[src/hw/rtl/mam_pkg.sv]
// Shared types, constants and codes for the modal assurance matrix block.
`default_nettype none

package mam_pkg;

   localparam int MODES_DEF  = 8;
   localparam int LENGTH_DEF = 256;

   localparam int CSR_IDX_W = 1;
   localparam int CSR_W     = 9;

   localparam logic [CSR_IDX_W-1:0] CSR_MODE_COUNT    = 1'b0;
   localparam logic [CSR_IDX_W-1:0] CSR_VECTOR_LENGTH = 1'b1;

   localparam logic ACT_LOAD    = 1'b0;
   localparam logic ACT_COMPUTE = 1'b1;

   localparam logic [16:0] MAC_ONE = 17'h10000;

   typedef struct packed {
      logic               action;
      logic [2:0]         mode_index;
      logic [7:0]         element_index;
      logic signed [15:0] value;
   } req_type;

   typedef struct packed {
      logic [2:0]  row;
      logic [2:0]  column;
      logic [16:0] mac_value;
      logic        zero_norm;
      logic        last;
   } rsp_type;

endpackage

`default_nettype wire

[src/hw/rtl/mam_ratio.sv]
// Sequential unit: squares the dot magnitude, multiplies the norms, divides to Q1.16.
`default_nettype none

module mam_ratio
   import mam_pkg::*;
#(
   parameter int ACC_W = 40
) (
   input  wire logic             clock,
   input  wire logic             reset,
   input  wire logic             start,
   input  wire logic [ACC_W-1:0] mag,
   input  wire logic [ACC_W-1:0] norm_a,
   input  wire logic [ACC_W-1:0] norm_b,
   output logic                  done,
   output logic [16:0]           quot
);

   localparam int PW = 2 * ACC_W;
   localparam int CW = $clog2(ACC_W);

   typedef enum logic [3:0] {
      R_IDLE = 4'b0001,
      R_MUL1 = 4'b0010,
      R_MUL2 = 4'b0100,
      R_DIV  = 4'b1000
   } rstate_type;

   rstate_type       st_ff, st_in;
   logic [CW-1:0]    cnt_ff, cnt_in;
   logic [PW-1:0]    prod_ff, prod_in;
   logic [PW-1:0]    mcand_ff, mcand_in;
   logic [ACC_W-1:0] mplier_ff, mplier_in;
   logic [ACC_W-1:0] na_ff, na_in;
   logic [ACC_W-1:0] nb_ff, nb_in;
   logic [PW-1:0]    den_ff, den_in;
   logic [PW:0]      rem_ff, rem_in;
   logic [16:0]      q_ff, q_in;
   logic             done_ff, done_in;

   logic [PW-1:0]    prod_step;
   logic [PW:0]      r_try;
   logic             r_ge;

   always_comb begin
      prod_step = mplier_ff[0] ? prod_ff + mcand_ff : prod_ff;
      r_try     = (cnt_ff == '0) ? rem_ff : {rem_ff[PW-1:0], 1'b0};
      r_ge      = r_try >= {1'b0, den_ff};

      st_in     = st_ff;
      cnt_in    = cnt_ff;
      prod_in   = prod_ff;
      mcand_in  = mcand_ff;
      mplier_in = mplier_ff;
      na_in     = na_ff;
      nb_in     = nb_ff;
      den_in    = den_ff;
      rem_in    = rem_ff;
      q_in      = q_ff;
      done_in   = 1'b0;

      unique case (st_ff)
         R_IDLE: begin
            if (start) begin
               prod_in   = '0;
               mcand_in  = PW'(mag);
               mplier_in = mag;
               na_in     = norm_a;
               nb_in     = norm_b;
               cnt_in    = '0;
               st_in     = R_MUL1;
            end
         end
         R_MUL1: begin
            prod_in   = prod_step;
            mcand_in  = {mcand_ff[PW-2:0], 1'b0};
            mplier_in = mplier_ff >> 1;
            cnt_in    = cnt_ff + 1'b1;
            if (cnt_ff == CW'(ACC_W - 1)) begin
               rem_in    = {1'b0, prod_step};
               prod_in   = '0;
               mcand_in  = PW'(na_ff);
               mplier_in = nb_ff;
               cnt_in    = '0;
               st_in     = R_MUL2;
            end
         end
         R_MUL2: begin
            prod_in   = prod_step;
            mcand_in  = {mcand_ff[PW-2:0], 1'b0};
            mplier_in = mplier_ff >> 1;
            cnt_in    = cnt_ff + 1'b1;
            if (cnt_ff == CW'(ACC_W - 1)) begin
               den_in = prod_step;
               q_in   = '0;
               cnt_in = '0;
               st_in  = R_DIV;
            end
         end
         R_DIV: begin
            rem_in = r_ge ? r_try - {1'b0, den_ff} : r_try;
            q_in   = {q_ff[15:0], r_ge};
            cnt_in = cnt_ff + 1'b1;
            if (cnt_ff == CW'(16)) begin
               done_in = 1'b1;
               st_in   = R_IDLE;
            end
         end
         default: st_in = R_IDLE;
      endcase
   end

   always_ff @(posedge clock) begin
      if (reset) begin
         st_ff   <= R_IDLE;
         done_ff <= 1'b0;
      end else begin
         st_ff   <= st_in;
         done_ff <= done_in;
      end
      cnt_ff    <= cnt_in;
      prod_ff   <= prod_in;
      mcand_ff  <= mcand_in;
      mplier_ff <= mplier_in;
      na_ff     <= na_in;
      nb_ff     <= nb_in;
      den_ff    <= den_in;
      rem_ff    <= rem_in;
      q_ff      <= q_in;
   end

   assign done = done_ff;
   assign quot = (q_ff > MAC_ONE) ? MAC_ONE : q_ff;

endmodule

`default_nettype wire

[config.mk]
export PLATFORM = sky130hd
export DESIGN_NAME = mam_ratio
export DESIGN_NICKNAME = d
export VERILOG_FILES = /design/src/hw/rtl/mam_pkg.sv /design/src/hw/rtl/mam_ratio.sv
export SDC_FILE = /design/constraint.sdc
export NUM_CORES = 1
export LEC_CHECK = 0
export ABC_AREA = 0
export BUFFER_PORTS_ARGS = -buffer_cell sky130_fd_sc_hd__buf_2
export CAP_MARGIN = 0
export CELL_PAD_IN_SITES_DETAIL_PLACEMENT = 0
export CELL_PAD_IN_SITES_GLOBAL_PLACEMENT = 1
export CORE_ASPECT_RATIO = 0.75
export CORE_MARGIN = 2
export CORE_UTILIZATION = 35
export CTS_CLUSTER_SIZE = 20
export DETAILED_ROUTE_END_ITERATION = 16
export GPL_TIMING_DRIVEN = 0
export PLACE_DENSITY_LB_ADDON = 0.1
export RECOVER_POWER = 25
export SYNTH_ARGS = -nofsm -noshare
export SYNTH_HDL_FRONTEND = slang
export SYNTH_SLANG_ARGS = --single-unit
[constraint.sdc]
create_clock -name clock -period 7.1 [get_ports clock]
set_input_delay 1.42 -clock clock [delete_from_list [all_inputs] [get_ports clock]]
set_output_delay 1.42 -clock clock [all_outputs]
set_load 0.01 [all_outputs]
==> results of run 1 <==
-- cell usage after synthesis, types with 6 or more instances --
cell type,number,area (um2)
a211oi_1,55,412.9
a21boi_0,13,97.59
a21boi_1,6,45.04
a21o_1,78,585.6
a21oi_1,280,1401
a21oi_2,6,52.55
a221oi_1,8,70.07
a222oi_1,78,780.8
a31o_2,7,61.31
a31oi_1,26,162.7
and2_1,83,519.3
and3_1,12,75.07
and4_1,7,61.31
buf_1,20,75.07
buf_2,38,190.2
buf_6,10,112.6
clkbuf_1,96,360.4
edfxtp_1,464,13930
ha_1,161,2014
inv_1,269,1010
mux2_2,93,1047
mux2i_1,76,760.7
nand2_1,189,709.4
nand2b_1,14,87.58
nand3_1,42,210.2
nand4_1,71,444.2
nor2_1,232,870.8
nor2b_1,35,219.0
nor3_1,35,175.2
nor4_1,11,68.82
o211ai_1,14,105.1
o21a_1,22,165.2
o21ai_0,106,530.5
o21ai_1,15,75.07
o21bai_1,46,345.3
o221ai_1,8,70.07
o31ai_1,8,60.06
or2_2,8,50.05
or3_1,7,43.79
xnor2_1,91,797.0
xor2_1,61,534.3
-- repair_timing --
item                                    4_1_cts  5_1_grt
pin swaps                                     0        0
gates resized for setup                       6        9
hold buffers                                  0        0
endpoints found under the setup margin       82       70
-- metal layers --
layer,track usage [%],share of wire (%),up-vias
met5,0,0,-
met4,5.483,2.2,0
met3,2.552,5.9,108
met2,36.87,44,780
met1,34.92,48,12420
li1,-,-,11680
-- cells in the final DEF, fill, tap and decap left out, types with 22 or more instances in the layout --
master and count:
clkbuf_1 117, and2_1 79, xor2_1 61, mux2i_1 76, nor2_1 231, buf_2 172
mux2_2 92, inv_1 267, a211oi_1 55, o21bai_1 46, nor3_1 35, o21a_1 22
nand2_1 188, xnor2_1 91, nand3_1 42, a222oi_1 78, ha_1 161, nand4_1 71
a21o_1 78, clkbuf_16 52, edfxtp_1 464, a31oi_1 26, nor2b_1 35, o21ai_0 105
a21oi_1 280
-- sequential cells by signal, summed over array words and instances (netlist names) --
register,flops
rem_ff,81
den_ff,80
mcand_ff,80
prod_ff,80
mplier_ff,40
na_ff,40
nb_ff,40
q_ff,17
cnt_ff,6
st_ff,4
done,1
-- worst max-delay path, stage by stage, from the launching register on --
cell and delay, ns:
edfxtp_1 0.43, inv_1 0.08, ha_1 0.14, nor4b_1 0.29
nor2b_1 0.17, buf_2 0.40, clkdlybuf4s18_2 0.59, clkbuf_4 0.45
mux2_2 0.39, ha_1 0.37, nor2_1 0.08, a211oi_2 0.33
o21ai_1 0.19, a211oi_2 0.49, o2111ai_2 0.25, a31oi_2 0.40
a31o_2 0.30, a31oi_4 0.21, buf_6 0.24, buf_2 0.32
a211oi_1 0.36, a21oi_1 0.07
-- power breakdown --
| part | internal (mW) | total, mW | leakage (nW) | switching [mW] |
|---|---|---|---|---|
| logic | 0.825 | 2.42 | 8.54 | 1.60 |
| registers | 3.39 | 3.50 | 4.43 | 0.111 |
| clock network | 1.56 | 2.81 | 0.820 | 1.25 |
| total | 5.77 | 8.73 | 13.8 | 2.96 |
-- logic make-up after synthesis --
group | count (synthesis)
AND/OR/NAND/NOR | 780
multiplexers | 169
AO/OA/AOI/OAI | 854
XOR/XNOR | 152
buffers and inverters | 448
flip-flops | 469
adder cells (fa/ha/maj) | 163
-- worst paths after layout --
| check | start | end | slack, ns | cells past startpoint |
|---|---|---|---|---|
| worst min register to register | st_ff[3] | st_ff[2] | 0.52 | 1 |
| worst max register to register | cnt_ff[0] | rem_ff[19] | 0.21 | 21 |
| worst min-delay path | st_ff[3] | st_ff[2] | 0.52 | 1 |
| worst max-delay path | cnt_ff[0] | rem_ff[19] | 0.21 | 21 |
-- final cells by class --
class,instances,area [um2]
Fill cell,8762,52530
Multi-Input combinational cell,2118,14900
Sequential cell,469,14030
Tap cell,1152,1441
Clock buffer,66,1374
Inverter,269,1012
Buffer,179,895.9
Timing Repair Buffer,149,854.6
Clock inverter,29,332.8
Antenna cell,3,7.507
-- metrics by stage --
stage               util [%]  worst slack [ns]  power (mW)  setup TNS [ns]  hold slack (ns)
finish                 39.89            0.2086       8.729               0           0.5180
detailed placement     37.97           -0.9371       5.974          -29.38           0.5106
floorplan                  -            0.8120       5.147               0           0.4682
global route           39.88          0.003176       9.147               0           0.5310
CTS                    39.95           0.01879       8.795               0           0.5149
global placement       37.69            -3.321       5.993         -785.84           0.5007
==> impl_metrics.toml, run 1 <==
[yosys]
synth_async_sr_flop_share_pct = 0
yosys.area_share.adder_pct = 6.672
syn_area_um2 = 30790
ys_types = 99
synth_seq_cells = 469
yosys.area_share.simple_pct = 12.41
postSynthCellCount = 3035
synth-compound-area-share_pct = 19.00
synth_xor_area_share_pct = 4.323
yosys_warnings = 0
synth_top_family_by_area = "compound AO/OA/AOI/OAI gates"
muxShareOfSynthArea_pct = 5.872
synth.avg_cell_area_um2 = 10.15
ys.flop_type = "edfxtp_1"
synth_edf_count = 464
syn_nets = 3321
ys_seq_area_share_pct = 45.57

[clocking]
cts_buffers = 52
clk_pin_slew_ns = 0.06
cts_max_path_buffers = 3
cts_tree = "built"
postCtsSetupBuffers = 0
cts_root_buf = "clkbuf_16"
clock_latency_ns = 0.66
cts-htree-levels = 2
clock_sinks = 469

[floorplan]
die_h_um = 260.9
ios = 141
rows = 94
core_area_um2 = 87390
die_x_um = 346.5
dieArea_um2 = 90390
initial_utilization_pct = 35.24

[global_routing]
grt_pass1_vias = 24690
grt_util_all_layers_pct = 23.59
grt_max_degree = 66
grt_first_pass_wirelength_mm = 160.9
grt_overflow_total = 0
antenna_found_initial = 3

[final_layout]
instances_no_fill = 4434
syn_to_final_growth_pct = 13.19
fin_area_um2 = 34850
finalNetCount = 3524
post_route_cells_drive_above_1_share_pct = 13.48

[sta]
finalCritPeriodShare_pct = 97.06
slew_viol_final = 149
setup_viol = 0
final_hold_viol_count = 0
worst_pin_slew_ns = 3.870
clock-skew-final_ns = 0.03173
rsz0062_at_grt = "no"
timing.fmax_mhz = 145.1
layout_min_cycle_time_ns = 6.891
relSlewSlack_pct = -158.0

[detailed_routing]
route.detailed.drc = 0
first_pass_iters = 11
vias = 24990
drt_iter0_drc = 2504
drtAntennaViolNets = 0
wire_per_inst_um = 24.48
wirelength_mm = 108.5
avgViaCountPerCell = 5.636

[worst_setup_path]
crit_fanout = 10
worstPathRequired_ns = 7.47
cp.arrival_ns = 7.27
critPathLaunchType = "flip-flop"
endpoint_kind = "flip-flop"
criticalPathCategory = "flip-flop to flip-flop"

[pwr]
p_per_area_nw_per_um2 = 250.4
peakVddDrop_uv = 215.8
p_leak_nw = 13.79

[place]
port-buffer-count = 140
hpwl_mm = 83.78
finalWeightedCongestion = 0.9049
dp.cells = 4336
placed_cell_area_um2 = 33180

[status]
violations = "capacitance limit, slew limit"
outcome = "finished, violations left"

[min_path]
hold_class = "flip-flop to flip-flop"

[job]
max-cap-violations = 3
(Power assumes the default switching activity.)
==> run 2: changes to the inputs <==
--- a/config.mk
+++ b/config.mk
@@ -10,7 +10,7 @@
 export CAP_MARGIN = 0
 export CELL_PAD_IN_SITES_DETAIL_PLACEMENT = 0
 export CELL_PAD_IN_SITES_GLOBAL_PLACEMENT = 1
-export CORE_ASPECT_RATIO = 0.75
+export CORE_ASPECT_RATIO = 1.75
 export CORE_MARGIN = 2
 export CORE_UTILIZATION = 35
 export CTS_CLUSTER_SIZE = 20
==> run 2 against run 1 <==
  * The run still ends with capacitance limit, slew limit left
  * Critical path depth down 1
  * Utilization about the same
  * Count of clock-buffer cells in the layout is 3 lower
==> impl_metrics.toml, run 2 (synthesized netlist as in run 1, its figures left out) <==
[sta]
rsz0062_at_grt = "no"
timing.fmax_mhz = 147.4
final_hold_viol_count = 0
finalCritPeriodShare_pct = 95.52
setup_viol = 0
finalSetupTns_ns = 0
clock-skew-final_ns = 0.04349
layout_min_cycle_time_ns = 6.782
slew_viol_final = 162
relSlewSlack_pct = -141.5
worst_pin_slew_ns = 3.622

[place]
port-buffer-count = 140
dp.cells = 4345
hpwl_mm = 93.33
finalWeightedCongestion = 0.9678

[status]
outcome = "finished, violations left"
violations = "capacitance limit, slew limit"

[floorplan]
die_h_um = 396.4
die_x_um = 228.2
core_area_um2 = 86960
rows = 143
initial_utilization_pct = 35.41
dieArea_um2 = 90460
ios = 141

[final_layout]
fill_cells = 8794
post_route_cells_drive_above_1_share_pct = 12.99
antenna_cells = 0
largest_reg_flops = 81
syn_to_final_growth_pct = 12.76
final_common_cell = "edfxtp_1"
mostFrequentLayoutCells = "464 x edfxtp_1, 280 x a21oi_1, 267 x inv_1"
finalNetCount = 3520
instances_no_fill = 4432
top_register = "rem_ff"

[clocking]
cts-htree-levels = 2
cts_max_path_buffers = 3
clock_sinks = 469
clock_latency_ns = 0.64
cts_root_buf = "clkbuf_16"
postCtsSetupBuffers = 0
cts_buffers = 48
cts_tree = "built"
clk_pin_slew_ns = 0.06

[detailed_routing]
route.detailed.drc = 0
drt_iter0_drc = 1664
first_pass_iters = 6
vias = 24740
wire_per_inst_um = 26.51
wirelength_mm = 117.5
drtAntennaViolNets = 0
avgViaCountPerCell = 5.583

[global_routing]
grt_pass1_vias = 25660
grt_max_degree = 68
grt_overflow_total = 0
grt_first_pass_wirelength_mm = 170.1
grt_util_all_layers_pct = 25.50
antenna_found_initial = 0

[worst_setup_path]
endpoint_kind = "flip-flop"
cp.arrival_ns = 7.12
critPathLaunchType = "flip-flop"
crit_fanout = 10
worstPathRequired_ns = 7.43
criticalPathCategory = "flip-flop to flip-flop"

[pwr]
p_per_area_nw_per_um2 = 245.7
peakVddDrop_uv = 182.7
p_leak_nw = 13.71
total_power_mw = 8.531

[min_path]
hold_class = "flip-flop to flip-flop"

[job]
max-cap-violations = 4
-- run 2: cell types whose count changed in the layout (fill, tap and decap cells not counted), moves of 3 or more --
cell       delta
buf_2        -19
clkbuf_1     +17
and2_0        +5
and2_1        -5
buf_1         -5
bufinv_16     -3
diode_2       -3
-- run 2: metrics by stage --
| stage | util [%] | hold slack, ns | setup WS [ns] | cell area (um2) |
|---|---|---|---|---|
| 6_report | 39.93 | 0.5172 | 0.3180 | 34720 |
| 3_3_place_gp | 37.89 | 0.4927 | -3.251 | 32940 |
| 2_1_floorplan | - | 0.4682 | 0.8120 | 30790 |
| 4_1_cts | 40.00 | 0.5230 | 0.05914 | 34780 |
| 3_5_place_dp | 38.18 | 0.5109 | -0.9637 | 33200 |
| 5_1_grt | 39.93 | 0.5553 | 0.03955 | 34720 |
-- run 2: path summary, 6_finish.rpt --
check / slack (ns) / endpoint / cells past startpoint / startpoint
worst max-delay path: 0.32 / rem_ff[72] / 20 / cnt_ff[0]
worst min-delay path: 0.52 / st_ff[2] / 1 / st_ff[0]
worst max register to register: 0.32 / rem_ff[72] / 20 / cnt_ff[0]
worst min register to register: 0.52 / st_ff[2] / 1 / st_ff[0]
-- run 2: critical path, stage by stage, from the launching register on --
cell and delay, ns:
edfxtp_1 0.43, inv_1 0.09, ha_1 0.13, nor4b_1 0.28, nor2b_1 0.19, buf_2 0.36
clkdlybuf4s15_2 0.54, mux2_2 0.40, ha_1 0.27, clkdlybuf4s15_1 0.43, a21oi_1 0.58, nor2_1 0.12
o311ai_0 0.58, nand3_1 0.32, a2111oi_2 0.48, o21ai_1 0.22, a21boi_1 0.44, nor3_1 0.15
mux2i_1 0.17, nor3_1 0.22, a211oi_2 0.07
-- run 2: what timing repair did --
action / 4_1_cts / 5_1_grt
endpoints found under the setup margin: 82 / 42
resized for setup: 11 / 12
hold buffers: 0 / 0
-- run 2: routing by layer --
layer	share of wire [%]	global-route usage [%]	vias to the layer above	routed length [um]
li1	-	-	11650	-
met1	35	25.45	12310	41320
met2	56	50.97	573	65750
met3	2.6	2.067	212	3017
met4	6.3	14.67	0	7410
met5	0	0	-	0
-- run 2: where the power goes --
part	internal (mW)	leakage, nW	switching (mW)
Combinational	0.823	8.52	1.58
Clock	1.41	0.761	1.21
Sequential	3.39	4.43	0.127
Total	5.62	13.7	2.91
-- run 2: area by class of cell --
class,instances,area (um2),area share (%)
multi-input cells,2118,14930,43.00
clock buffers,63,1330,3.831
inverters,269,1012,2.915
clock inverters,25,230.2,0.6631
repair buffers,150,830.8,2.393
well taps,1160,1451,4.180
plain buffers,178,903.4,2.602
flip-flops and latches,469,14030,40.42
